### config.mk
export PLATFORM = sky130hd
export DESIGN_NAME = rotor_reflector_nibble_cipher_flat
export DESIGN_NICKNAME = d
export VERILOG_FILES = /design/src/hw/rtl/rrnc_pkg.sv /design/src/hw/rtl/rrnc_if.sv /design/src/hw/rtl/rrnc_cfg.sv /design/src/hw/rtl/rrnc_rotor_path.sv /design/src/hw/rtl/rotor_reflector_nibble_cipher.sv /design/src/flat_wrapper.sv
export VERILOG_INCLUDE_DIRS = /design/src /design/src/hw/rtl
export SDC_FILE = /design/constraint.sdc
export NUM_CORES = 1
export LEC_CHECK = 0
export BUFFER_PORTS_ARGS = -buffer_cell sky130_fd_sc_hd__buf_2
export CORE_MARGIN = 8
export CORE_UTILIZATION = 50
export CTS_CLUSTER_SIZE = 12
export DETAILED_ROUTE_END_ITERATION = 12
export PLACE_DENSITY = 0.69
export SLEW_MARGIN = 15
export SYNTH_ARGS = -nofsm -noshare
export SYNTH_HDL_FRONTEND = slang
export SYNTH_SLANG_ARGS = --single-unit
### constraint.sdc
create_clock -name clk_i -period 53.4 [get_ports clk_i]
set_clock_uncertainty 0.05 [all_clocks]
set_input_delay 5.34 -clock clk_i [delete_from_list [all_inputs] [get_ports clk_i]]
set_output_delay 5.34 -clock clk_i [all_outputs]
set_load 0.02 [all_outputs]
### src/hw/rtl/rotor_reflector_nibble_cipher_macros.svh
// assertion macros shared by the rotor cipher rtl
// no dependencies; bodies are empty when SYNTHESIS is defined
`ifndef ROTOR_REFLECTOR_NIBBLE_CIPHER_MACROS_SVH
`define ROTOR_REFLECTOR_NIBBLE_CIPHER_MACROS_SVH

`ifndef SYNTHESIS
// check prop at every rising edge while reset is released
`define RRNC_ASSERT(lbl, clk, rstn, prop, msg) \
  lbl: assert property (@(posedge clk) disable iff (!rstn) prop) else $error(msg);
// check prop at every rising edge, reset included
`define RRNC_ASSERT_ALWAYS(lbl, clk, prop, msg) \
  lbl: assert property (@(posedge clk) prop) else $error(msg);
`else
`define RRNC_ASSERT(lbl, clk, rstn, prop, msg)
`define RRNC_ASSERT_ALWAYS(lbl, clk, prop, msg)
`endif

`endif

### src/hw/rtl/rrnc_pkg.sv
// types, constants and lookup functions of the rotor cipher
// no dependencies
package rrnc_pkg;

  localparam int unsigned SymW      = 4;
  localparam int unsigned NumSyms   = 16;
  localparam int unsigned TableW    = SymW * NumSyms;
  localparam int unsigned StartW    = 3 * SymW;
  localparam int unsigned DataW     = 64;
  localparam int unsigned AddrW     = 5;
  localparam logic [TableW-1:0] IdentityWiring = 64'hFEDC_BA98_7654_3210;

  typedef logic [SymW-1:0] sym_t;

  typedef enum logic [1:0] {
    RegRotorOne   = 2'd0,
    RegRotorTwo   = 2'd1,
    RegRotorThree = 2'd2,
    RegStart      = 2'd3
  } reg_idx_e;

  typedef struct packed {
    sym_t slow;
    sym_t middle;
    sym_t fast;
  } pos_t;

  typedef struct packed {
    logic [TableW-1:0] rotor_one;
    logic [TableW-1:0] rotor_two;
    logic [TableW-1:0] rotor_three;
    pos_t              start;
  } cfg_t;

  function automatic sym_t rotor_fwd(logic [TableW-1:0] wiring, sym_t idx);
    rotor_fwd = wiring[idx*SymW +: SymW];
  endfunction

  // lowest index whose entry matches, zero when nothing matches
  function automatic sym_t rotor_inv(logic [TableW-1:0] wiring, sym_t target);
    sym_t res;
    res = '0;
    for (int i = NumSyms - 1; i >= 0; i--) begin
      if (wiring[i*SymW +: SymW] == target) begin
        res = sym_t'(i);
      end
    end
    rotor_inv = res;
  endfunction

  function automatic sym_t reflect(sym_t x);
    sym_t r;
    case (x)
      4'h0:    r = 4'ha;
      4'h1:    r = 4'h5;
      4'h2:    r = 4'h7;
      4'h3:    r = 4'hf;
      4'h4:    r = 4'hd;
      4'h5:    r = 4'h1;
      4'h6:    r = 4'hb;
      4'h7:    r = 4'h2;
      4'h8:    r = 4'he;
      4'h9:    r = 4'hc;
      4'ha:    r = 4'h0;
      4'hb:    r = 4'h6;
      4'hc:    r = 4'h9;
      4'hd:    r = 4'h4;
      4'he:    r = 4'h8;
      4'hf:    r = 4'h3;
      default: r = 4'h0;
    endcase
    reflect = r;
  endfunction

endpackage

### src/hw/rtl/rrnc_if.sv
// valid/ready stream interfaces for the cipher's input and result channels
// depends on rrnc_pkg
interface rrnc_in_if;
  logic               valid;
  logic               ready;
  logic               command;
  rrnc_pkg::sym_t     symbol_in;

  modport source (output valid, output command, output symbol_in, input ready);
  modport sink   (input valid, input command, input symbol_in, output ready);
endinterface

interface rrnc_out_if;
  logic               valid;
  logic               ready;
  rrnc_pkg::sym_t     symbol_out;

  modport source (output valid, output symbol_out, input ready);
  modport sink   (input valid, input symbol_out, output ready);
endinterface

### src/hw/rtl/rrnc_cfg.sv
// apb-style register file holding the rotor wirings and start positions
// depends on rrnc_pkg
module rrnc_cfg (
  input  logic                          clk_i,
  input  logic                          rst_ni,
  input  logic                          psel,
  input  logic                          penable,
  input  logic                          pwrite,
  input  logic [rrnc_pkg::AddrW-1:0]    paddr,
  input  logic [rrnc_pkg::DataW-1:0]    pwdata,
  output logic [rrnc_pkg::DataW-1:0]    prdata,
  output logic                          pready,
  output rrnc_pkg::cfg_t                cfg_o
);

  rrnc_pkg::cfg_t     cfg_q;
  rrnc_pkg::reg_idx_e idx;
  logic               wr_en;

  // registers sit 8 bytes apart
  assign idx    = rrnc_pkg::reg_idx_e'(paddr[rrnc_pkg::AddrW-1:3]);
  assign wr_en  = psel & penable & pwrite;
  assign pready = 1'b1;
  assign cfg_o  = cfg_q;

  always_ff @(posedge clk_i or negedge rst_ni) begin
    if (!rst_ni) begin
      cfg_q.rotor_one   <= rrnc_pkg::IdentityWiring;
      cfg_q.rotor_two   <= rrnc_pkg::IdentityWiring;
      cfg_q.rotor_three <= rrnc_pkg::IdentityWiring;
      cfg_q.start       <= '0;
    end else if (wr_en) begin
      case (idx)
        rrnc_pkg::RegRotorOne:   cfg_q.rotor_one   <= pwdata;
        rrnc_pkg::RegRotorTwo:   cfg_q.rotor_two   <= pwdata;
        rrnc_pkg::RegRotorThree: cfg_q.rotor_three <= pwdata;
        rrnc_pkg::RegStart:      cfg_q.start       <= pwdata[rrnc_pkg::StartW-1:0];
        default: ;
      endcase
    end
  end

  always_comb begin
    case (idx)
      rrnc_pkg::RegRotorOne:   prdata = cfg_q.rotor_one;
      rrnc_pkg::RegRotorTwo:   prdata = cfg_q.rotor_two;
      rrnc_pkg::RegRotorThree: prdata = cfg_q.rotor_three;
      rrnc_pkg::RegStart:      prdata = rrnc_pkg::DataW'(cfg_q.start);
      default:                 prdata = '0;
    endcase
  end

endmodule

### src/hw/rtl/rrnc_rotor_path.sv
// rotor/reflector lookup chain feeding the result register
// depends on rrnc_pkg
module rrnc_rotor_path (
  input  logic               clk_i,
  input  logic               rst_ni,
  input  logic               load_i,
  input  logic               take_i,
  input  logic               reload_i,
  input  rrnc_pkg::sym_t     symbol_i,
  input  rrnc_pkg::pos_t     pos_i,
  input  rrnc_pkg::cfg_t     cfg_i,
  output logic               valid_o,
  output rrnc_pkg::sym_t     symbol_o
);

  rrnc_pkg::sym_t p1, p2, p3;
  rrnc_pkg::sym_t a, b, c, f, cr, br, ar;
  rrnc_pkg::sym_t res_d, res_q;
  logic           valid_d, valid_q;

  assign p1 = pos_i.fast;
  assign p2 = pos_i.middle;
  assign p3 = pos_i.slow;

  // forward through the rotors, reflect, then back through inverse wirings; zero on a reload
  always_comb begin
    a  = rrnc_pkg::rotor_fwd(cfg_i.rotor_one,   rrnc_pkg::SymW'(symbol_i + p1));
    b  = rrnc_pkg::rotor_fwd(cfg_i.rotor_two,   rrnc_pkg::SymW'(a + p2 - p1));
    c  = rrnc_pkg::rotor_fwd(cfg_i.rotor_three, rrnc_pkg::SymW'(b + p3 - p2));
    f  = rrnc_pkg::reflect(rrnc_pkg::SymW'(c - p3));
    cr = rrnc_pkg::rotor_inv(cfg_i.rotor_three, rrnc_pkg::SymW'(f + p3));
    br = rrnc_pkg::rotor_inv(cfg_i.rotor_two,   rrnc_pkg::SymW'(cr + p2 - p3));
    ar = rrnc_pkg::rotor_inv(cfg_i.rotor_one,   rrnc_pkg::SymW'(br + p1 - p2));
    res_d = reload_i ? '0 : rrnc_pkg::SymW'(ar - p1);
  end

  always_comb begin
    if (load_i) begin
      valid_d = 1'b1;
    end else if (take_i) begin
      valid_d = 1'b0;
    end else begin
      valid_d = valid_q;
    end
  end

  always_ff @(posedge clk_i or negedge rst_ni) begin
    if (!rst_ni) begin
      valid_q <= 1'b0;
    end else begin
      valid_q <= valid_d;
    end
  end

  always_ff @(posedge clk_i) begin
    if (load_i) begin
      res_q <= res_d;
    end
  end

  assign valid_o  = valid_q;
  assign symbol_o = res_q;

endmodule

### src/hw/rtl/rotor_reflector_nibble_cipher.sv
// Three-rotor, one-reflector nibble cipher over a 16-symbol alphabet.
// Input channel in_i (valid/ready): command 0 enciphers symbol_in, command 1
// reloads the rotor positions from the start_positions register and gives 0.
// Result channel out_o (valid/ready) carries one symbol_out per input item,
// in order. A transfer happens when valid and ready are both high.
// The item is captured in an input register together with the stepped rotor
// positions, or the start positions on a reload; the lookup chain (three
// forward rotors, the reflector, three inverse searches) sits between that
// register and the result register, from which out_o is driven.
// Throughput: one item per cycle while out_o.ready is high, set by the
// combinational lookup chain. A stalled receiver holds the result; the
// input register still takes one more item, after which in_i.ready drops
// until the result moves.
// Reset clears the positions to 0, the wirings to identity, the start
// positions to 0, and empties both stages. The apb-style port writes the
// wirings at byte 0, 8, 16 and the start positions at byte 24; write
// configuration only while no item is in flight.
// depends on rrnc_pkg, rrnc_if, rrnc_cfg, rrnc_rotor_path and rotor_reflector_nibble_cipher_macros.svh
`include "rotor_reflector_nibble_cipher_macros.svh"

module rotor_reflector_nibble_cipher (
  input  logic                        clk_i,
  input  logic                        rst_ni,
  rrnc_in_if.sink                     in_i,
  rrnc_out_if.source                  out_o,
  input  logic                        psel,
  input  logic                        penable,
  input  logic                        pwrite,
  input  logic [rrnc_pkg::AddrW-1:0]  paddr,
  input  logic [rrnc_pkg::DataW-1:0]  pwdata,
  output logic [rrnc_pkg::DataW-1:0]  prdata,
  output logic                        pready
);

  rrnc_pkg::cfg_t cfg;
  rrnc_pkg::pos_t pos_d, pos_q, pos_step;
  rrnc_pkg::sym_t sym_q;
  logic           cmd_q;
  logic           s1_valid_d, s1_valid_q;
  logic           res_valid, out_free, s1_adv, in_fire;

  rrnc_cfg u_cfg (
    .clk_i   (clk_i),
    .rst_ni  (rst_ni),
    .psel    (psel),
    .penable (penable),
    .pwrite  (pwrite),
    .paddr   (paddr),
    .pwdata  (pwdata),
    .prdata  (prdata),
    .pready  (pready),
    .cfg_o   (cfg)
  );

  assign out_free   = !res_valid || out_o.ready;
  assign s1_adv     = s1_valid_q && out_free;
  assign in_i.ready = !s1_valid_q || out_free;
  assign in_fire    = in_i.valid && in_i.ready;

  // odometer stepping; fast rotor always moves
  always_comb begin
    pos_step.fast   = rrnc_pkg::SymW'(pos_q.fast + 1'b1);
    pos_step.middle = pos_q.middle;
    pos_step.slow   = pos_q.slow;
    if (pos_step.fast == '0) begin
      pos_step.middle = rrnc_pkg::SymW'(pos_q.middle + 1'b1);
      if (pos_step.middle == '0) begin
        pos_step.slow = rrnc_pkg::SymW'(pos_q.slow + 1'b1);
      end
    end
  end

  always_comb begin
    pos_d = pos_q;
    if (in_fire) begin
      pos_d = in_i.command ? cfg.start : pos_step;
    end
  end

  always_comb begin
    if (in_fire) begin
      s1_valid_d = 1'b1;
    end else if (s1_adv) begin
      s1_valid_d = 1'b0;
    end else begin
      s1_valid_d = s1_valid_q;
    end
  end

  always_ff @(posedge clk_i or negedge rst_ni) begin
    if (!rst_ni) begin
      pos_q      <= '0;
      s1_valid_q <= 1'b0;
    end else begin
      pos_q      <= pos_d;
      s1_valid_q <= s1_valid_d;
    end
  end

  always_ff @(posedge clk_i) begin
    if (in_fire) begin
      cmd_q <= in_i.command;
      sym_q <= in_i.symbol_in;
    end
  end

  // pos_q only moves on an input transfer, so it still holds the held item's positions
  rrnc_rotor_path u_path (
    .clk_i    (clk_i),
    .rst_ni   (rst_ni),
    .load_i   (s1_adv),
    .take_i   (out_o.ready),
    .reload_i (cmd_q),
    .symbol_i (sym_q),
    .pos_i    (pos_q),
    .cfg_i    (cfg),
    .valid_o  (res_valid),
    .symbol_o (out_o.symbol_out)
  );

  assign out_o.valid = res_valid;

  `RRNC_ASSERT(a_reload_pos, clk_i, rst_ni, in_fire && in_i.command |=> pos_q == $past(cfg.start), "reload did not load start positions")
  `RRNC_ASSERT(a_fast_step, clk_i, rst_ni, in_fire && !in_i.command |=> pos_q.fast == rrnc_pkg::SymW'($past(pos_q.fast) + 1'b1), "fast rotor did not step")
  `RRNC_ASSERT(a_pos_hold, clk_i, rst_ni, !in_fire |=> $stable(pos_q), "positions moved without a transfer")
  `RRNC_ASSERT(a_reload_zero, clk_i, rst_ni, s1_adv && cmd_q |=> out_o.symbol_out == '0, "reload result not zero")
  `RRNC_ASSERT(a_no_overrun, clk_i, rst_ni, s1_valid_q && !out_free |-> !in_i.ready, "input taken while stage one is blocked")

endmodule
### src/flat_wrapper.sv
// flat-port wrapper written by rule: the top's interface ports become plain ports
module rotor_reflector_nibble_cipher_flat 
  (clk_i, rst_ni, psel, penable, pwrite, paddr, pwdata, prdata, pready, in_i_valid, in_i_command, in_i_symbol_in, in_i_ready, out_o_valid, out_o_symbol_out, out_o_ready);
  rrnc_in_if in_i_i ();
  rrnc_out_if out_o_i ();
  input  logic clk_i;
  input  logic rst_ni;
  input  logic psel;
  input  logic penable;
  input  logic pwrite;
  input  logic [rrnc_pkg::AddrW-1:0] paddr;
  input  logic [rrnc_pkg::DataW-1:0] pwdata;
  output logic [rrnc_pkg::DataW-1:0] prdata;
  output logic pready;
  input wire logic [$bits(in_i_i.valid)-1:0] in_i_valid;
  input wire logic [$bits(in_i_i.command)-1:0] in_i_command;
  input wire logic [$bits(in_i_i.symbol_in)-1:0] in_i_symbol_in;
  output wire logic [$bits(in_i_i.ready)-1:0] in_i_ready;
  output wire logic [$bits(out_o_i.valid)-1:0] out_o_valid;
  output wire logic [$bits(out_o_i.symbol_out)-1:0] out_o_symbol_out;
  input wire logic [$bits(out_o_i.ready)-1:0] out_o_ready;
  assign in_i_i.valid = in_i_valid;
  assign in_i_i.command = in_i_command;
  assign in_i_i.symbol_in = in_i_symbol_in;
  assign in_i_ready = in_i_i.ready;
  assign out_o_valid = out_o_i.valid;
  assign out_o_symbol_out = out_o_i.symbol_out;
  assign out_o_i.ready = out_o_ready;
  rotor_reflector_nibble_cipher u_core (.clk_i(clk_i), .rst_ni(rst_ni), .in_i(in_i_i), .out_o(out_o_i), .psel(psel), .penable(penable), .pwrite(pwrite), .paddr(paddr), .pwdata(pwdata), .prdata(prdata), .pready(pready));
endmodule
* Yosys cells after proc, flatten, opt, wreduce, memory -nomap -nowiden
Memories as Yosys holds them, arrays and structs flattened.
Index checks and enable logic that the tools add are counted.
** Cells by class
- $add $sub $neg :: 15
- Eq/ne operators :: 51
- Shift-type cells :: 3
- Multiplexer cells :: 56
- Bitwise gates (word level) :: 2
- Reductions and logical operators :: 19
** Operators with widths (number)
- one-hot mux 64 bit (4 select lines) :: 1
- 2-to-1 mux 4 bit :: 49
- equality test 4 bit :: 48
- indexed part select 64 x 7 -> 4 bit :: 3
- adder 4 bit :: 6
- subtractor 4 bit :: 6
- adder 4 x 1 -> 4 bit (second input constant) :: 3
- 2-to-1 mux 12 bit :: 1
- AND reduction 2 bit :: 5
- zero test 4 bit :: 2
- 2-to-1 mux 8 bit :: 1
- nonzero test 2 bit :: 4
- equality test 2 bit (second input constant) :: 2
- 2-to-1 mux 1 bit :: 4
- AND reduction 3 bit :: 1
- bitwise AND 1 bit :: 2
- equality test 2 x 1 -> 1 bit (second input constant) :: 1
- logical AND 1 bit :: 2
- zero test 1 bit :: 2
- zero test 2 bit :: 1
- logical OR 1 bit :: 2
** Word-level totals
- Bits in registers :: 227
- Bits in read-only memories :: 64
- Output and inout bits :: 71
- Memories :: 1
** Memory list
- (no name shown) :: words 16, width 4, read ports 1, clocked after memory_dff 0, write ports 0, line rrnc_pkg.sv:53 : case (x)

* Longest topological paths before layout
An unclocked memory read counts as a cell.
- Word-level depth :: 67
- Mapped depth :: 88
- Gate-level depth less buffers :: 82

* Cells and area by module
From an unflattened synthesis, not the netlist that was laid out.
** Second synthesis, totals
- Cell total of the unflattened synthesis :: 1507
- Area, all modules :: 16879.9 µm²
** By module, submodules not included
- rrnc_cfg :: instances 1, cells an instance 627, area an instance 9328.9 µm², sequential area each 5225.0 µm²
- rrnc_rotor_path :: instances 1, cells an instance 782, area an instance 6563.8 µm², sequential area each 145.1 µm²
- rotor_reflector_nibble_cipher :: instances 1, cells an instance 98, area an instance 987.2 µm², sequential area each 475.5 µm²

* Least setup slack after synthesis
No wires, ideal clock.
- Path kind :: reg2reg
- Start point :: register u_core.pos_q[0] in the netlist's numbering
- End point :: register u_core.u_path.res_q[3], in the netlist u_core.u_path.symbol_o[3] (data pin)
- Setup time :: 0.258 ns
- Data arrival time :: 19.279 ns
- Path slack :: 33.813 ns
- Stages on the path, launching flop included :: 74
- Path buffers :: 9
- Cells stage by stage :: dfrtp_1 > ha_1 > fa_1 > clkbuf_8 > clkbuf_1 > mux4_2 > mux2i_1 > nand2_1 > o21ai_0 > fa_1 > fa_1 > buf_2 > clkbuf_1 > mux4_2 > mux2_2 > o21ai_0 > fa_1 > fa_1 > [... 38 more ...] > fa_1 > fa_1 > xnor2_1 > clkbuf_1 > xnor2_1 > nor4_1 > or2_2 > o21bai_1 > a31oi_1 > o221ai_1 > o2111ai_1 > o211a_1 > ha_1 > a21o_1 > a21o_1 > xnor2_1 > nand4_1 > nor3b_1
** Between the ends
- Cells in the longest elaborated chain, start to end :: 67
- Elaborated cells between the ends (all ways) :: 112
- Those cells by class :: add/sub (12); eq/ne (48); shift (3); mux (48); memory (1)
** Ends and longest elaborated chain
- start: declaration :: line rotor_reflector_nibble_cipher.sv:36 : rrnc_pkg::pos_t pos_d, pos_q, pos_step;
- start signal: assignment :: line rotor_reflector_nibble_cipher.sv:95 : pos_q <= pos_d;
- adder 4 bit :: line rrnc_rotor_path.sv:27 : a = rrnc_pkg::rotor_fwd(cfg_i.rotor_one, rrnc_pkg::SymW'(symbol_i + p1));
- indexed part select 64 x 7 -> 4 bit :: line rrnc_pkg.sv:36 : rotor_fwd = wiring[idx*SymW +: SymW];
- adder 4 bit :: line rrnc_rotor_path.sv:28 : b = rrnc_pkg::rotor_fwd(cfg_i.rotor_two, rrnc_pkg::SymW'(a + p2 - p1));
- subtractor 4 bit :: line rrnc_rotor_path.sv:28
- indexed part select 64 x 7 -> 4 bit :: line rrnc_pkg.sv:36
- adder 4 bit :: line rrnc_rotor_path.sv:29 : c = rrnc_pkg::rotor_fwd(cfg_i.rotor_three, rrnc_pkg::SymW'(b + p3 - p2));
- subtractor 4 bit :: line rrnc_rotor_path.sv:29
- indexed part select 64 x 7 -> 4 bit :: line rrnc_pkg.sv:36
- [... 21 more ...]
- subtractor 4 bit :: line rrnc_rotor_path.sv:32 : br = rrnc_pkg::rotor_inv(cfg_i.rotor_two, rrnc_pkg::SymW'(cr + p2 - p3));
- equality test 4 bit :: line rrnc_pkg.sv:44 : if (wiring[i*SymW +: SymW] == target) begin
- 2-to-1 mux 4 bit (16 in a row) :: line rrnc_pkg.sv:44
- adder 4 bit :: line rrnc_rotor_path.sv:33 : ar = rrnc_pkg::rotor_inv(cfg_i.rotor_one, rrnc_pkg::SymW'(br + p1 - p2));
- subtractor 4 bit :: line rrnc_rotor_path.sv:33
- equality test 4 bit :: line rrnc_pkg.sv:44
- 2-to-1 mux 4 bit (16 in a row) :: line rrnc_pkg.sv:44
- subtractor 4 bit (*) :: line rrnc_rotor_path.sv:34 : res_d = reload_i ? '0 : rrnc_pkg::SymW'(ar - p1);
- end signal: assignment :: line rrnc_rotor_path.sv:57 : res_q <= res_d;
- end: declaration :: line rrnc_rotor_path.sv:18 : rrnc_pkg::sym_t res_d, res_q;
Every way passes the cells marked *; elsewhere a longest branch is shown, timed or not.
A chain may end at the register's enable or synchronous reset.

* Final worst setup path
Ends and elaborated chain as after synthesis.

==> flow_summary_export.csv <==
group,metric,value,unit
outcome,status,"completed",
critical_path,critPathTopFamily,"adder cells",
job,drv_cap,0,
critical_path,critPathLaunchType,"register",
critical_path,r2r_slack,30180,ps
timing,slew_headroom,26.5,%
cts,post-cts-setup-buffers,0,
cts,cts_max_path_buffers,3,
cts,hold_buffers,0,
final_layout,num_antenna_cells,0,
critical_path,critPathMaxStageDelay,1230,ps
synth,avgSynthCellArea,11.2,µm²
cts,clk_pin_slew,60,ps
synth,ys_ff_latch,227,
placed_design,dp_hpwl,41800,µm
floorplan,die-area,40900,µm²
timing,finalMaxSlewViolations,0,
cts,tritoncts,"done",
final_layout,fin_area,19200,µm²
critical_path,critPathBufInv,4,
cts,cts_resized,0,
synth,synth_area,17300,µm²
synth,synth_ff_type,"dfrtp_1",
routing,drt-wirelength-per-cell,26.1,µm
timing,setup_tns,0,ps
synth,yosysTopAreaCell,"dfrtp_1",
routing,routed_wl,55300,µm
synth,ys_top_cells_by_count,"mux2_2, dfrtp_1, nand2_1",
routing,avgViaCountPerCell,6.41,
critical_path,end_kind,"register",
synth,synth_top_area_share,17.6,%
final_layout,drive_gt1_share,35.7,%
final_layout,num-nets-final,1773,
floorplan,dieWidth,202,µm
final_layout,area_delta_synth_final,10.7,%
critical_path,cp.required,53650,ps
timing,finalSetupViolations,0,
routing,route.vias.total,13600,
synth,yosys_warnings,0,
routing,top_layer_used,"met5",
routing,post-route-drc-count,0,
timing,fin_crit_sh,43.5,%
timing,fmax,0.0431,GHz
critical_path,crit_type,"reg2reg",
cts,numClockSinks,227,
routing,met3WireLength,4870,µm
routing,drt_first_iter_violations,1256,
critical_path,crit_path_max_fanout,18,
synth,synth_nets,1674,
cts,clockRootBuffer,"clkbuf_16",
min_path,hold_class,"reg2reg",
cts,clock_latency,560,ps
global_route,antenna_found_initial,1,
floorplan,num_io_pins,152,
timing,rsz0062_at_grt,"false",
global_route,grt_pass1_vias,13400,
placed_design,portBuffers,147,
routing,drt_first_pass_iters,6,
global_route,grt_pass1_wl,83600,µm
critical_path,crit_slowest_cell,"fa_1",
routing,wl_met1,22700,µm
final_layout,register_area,5850,µm²
timing,hold_viol,0,
routing,drtAntennaViolNets,0,
cts,h-tree-depth,1,
timing,fin_crit,23220,ps
synth,synth_cells,1546,
global_route,grt_usage,26.4,%
routing,dr_wl_met2,24900,µm
synth,post-synth-top-count-cell,"mux2_2",
placed_design,pre_cts_slack,30700,ps
synth,ys_seq_area_share,33.7,%
final_layout,multi_input_area,10800,µm²
synth,async_flop_share,96.0,%
placed_design,placed_area,18300,µm²
global_route,grt.overflow.total,0,
final_layout,n_fill_cell,2974,
critical_path,arrival,23470,ps
global_route,grt_max_degree,79,
timing,worst_slew_pin_slew,1100,ps
floorplan,die_h,202,µm
synth,synth_edf_count,9,
floorplan,row_count,68,
floorplan,core,34400,µm²
synth,synthTopCellsByArea,"dfrtp_1, dfstp_2, mux2_2, mux4_2, xnor2_1",
timing,worst_slack,30180,ps
floorplan,start_util,50.4,%
placed_design,gp_congestion,0.968,
cts,cts_buffers,26,
synth,synth_cell_type_count,101,
## registers in the layout, indices dropped and copies added (netlist names)
| register | cells |
|---|---|
| u_core.s1_valid_q | 1 |
| u_core.sym_q | 4 |
| u_core.cmd_q | 1 |
| u_core.u_path.valid_o | 1 |
| u_core.pos_q | 12 |
| u_core.u_path.symbol_o | 4 |
| u_core.u_cfg.cfg_o | 204 |
## cells in the final DEF, fill, tap and decap left out, types with 31 or more instances in the layout
cell type | synthesis | routed
xnor2_1 | 92 | 90
dfrtp_1 | 122 | 122
nor2_1 | 51 | 51
a21oi_1 | 36 | 36
o21ai_0 | 88 | 88
mux2i_1 | 72 | 72
inv_1 | 49 | 49
mux2_2 | 203 | 203
xor2_1 | 65 | 65
nand2_1 | 112 | 112
ha_1 | 31 | 31
nand3_1 | 34 | 34
buf_2 | 15 | 145
dfstp_2 | 96 | 96
mux4_2 | 60 | 60
## per-layer routing
metal / vias to the layer above / track usage (%)
li1: 5921 / -
met1: 6847 / 35.3
met2: 693 / 40.6
met3: 132 / 5.80
met4: 2 / 12.0
met5: - / 0
## cell families after synthesis
| family | synth area share (%) |
|---|---|
| XOR/XNOR | 12.9 |
| adder cells (fa/ha/maj) | 4.09 |
| buffers and inverters | 3.85 |
| flip-flops | 33.7 |
| AO/OA/AOI/OAI | 8.90 |
| multiplexers | 25.8 |
| other | 0.0216 |
| AND/OR/NAND/NOR | 10.8 |
## metrics by stage
stage / util, % / hold WS [ps] / instances
finish: 55.8 / 444 / 2120
global route: 55.8 / 465 / 2120
CTS: 55.8 / 444 / 2120
detailed placement: 53.3 / 427 / 2072
global placement: 53.3 / 433 / 2072
floorplan: - / 399 / 1546
## cell type report
class                           count  area share [%]
Timing Repair Buffer              163            4.52
Clock buffer                       41            4.16
Inverter                           49           0.959
Tap cell                          455            2.97
Sequential cell                   227            30.5
Multi-Input combinational cell   1178            56.6
Clock inverter                      7           0.365
## path summary, 6_finish.rpt
path,from,to,cells after the start
worst max-delay path,u_core.pos_q[0]$_DFFE_PN0P_,u_core.u_path.symbol_o[3]$_SDFFCE_PP0P_,67
worst min-delay path,u_core.s1_valid_q$_DFFE_PN0P_,u_core.u_path.valid_o$_DFFE_PN0P_,1
worst max register to register,u_core.pos_q[0]$_DFFE_PN0P_,u_core.u_path.symbol_o[3]$_SDFFCE_PP0P_,67
worst min register to register,u_core.s1_valid_q$_DFFE_PN0P_,u_core.u_path.valid_o$_DFFE_PN0P_,1
max in group asynchronous,rst_ni,u_core.u_cfg.cfg_o[93]$_DFFE_PN0P_,2
min in group asynchronous,rst_ni,u_core.pos_q[1]$_DFFE_PN0P_,1
Power is left out: the tool's default activity adds up to more than one toggle a clock period on the data nets, which glitch-free logic cannot reach.
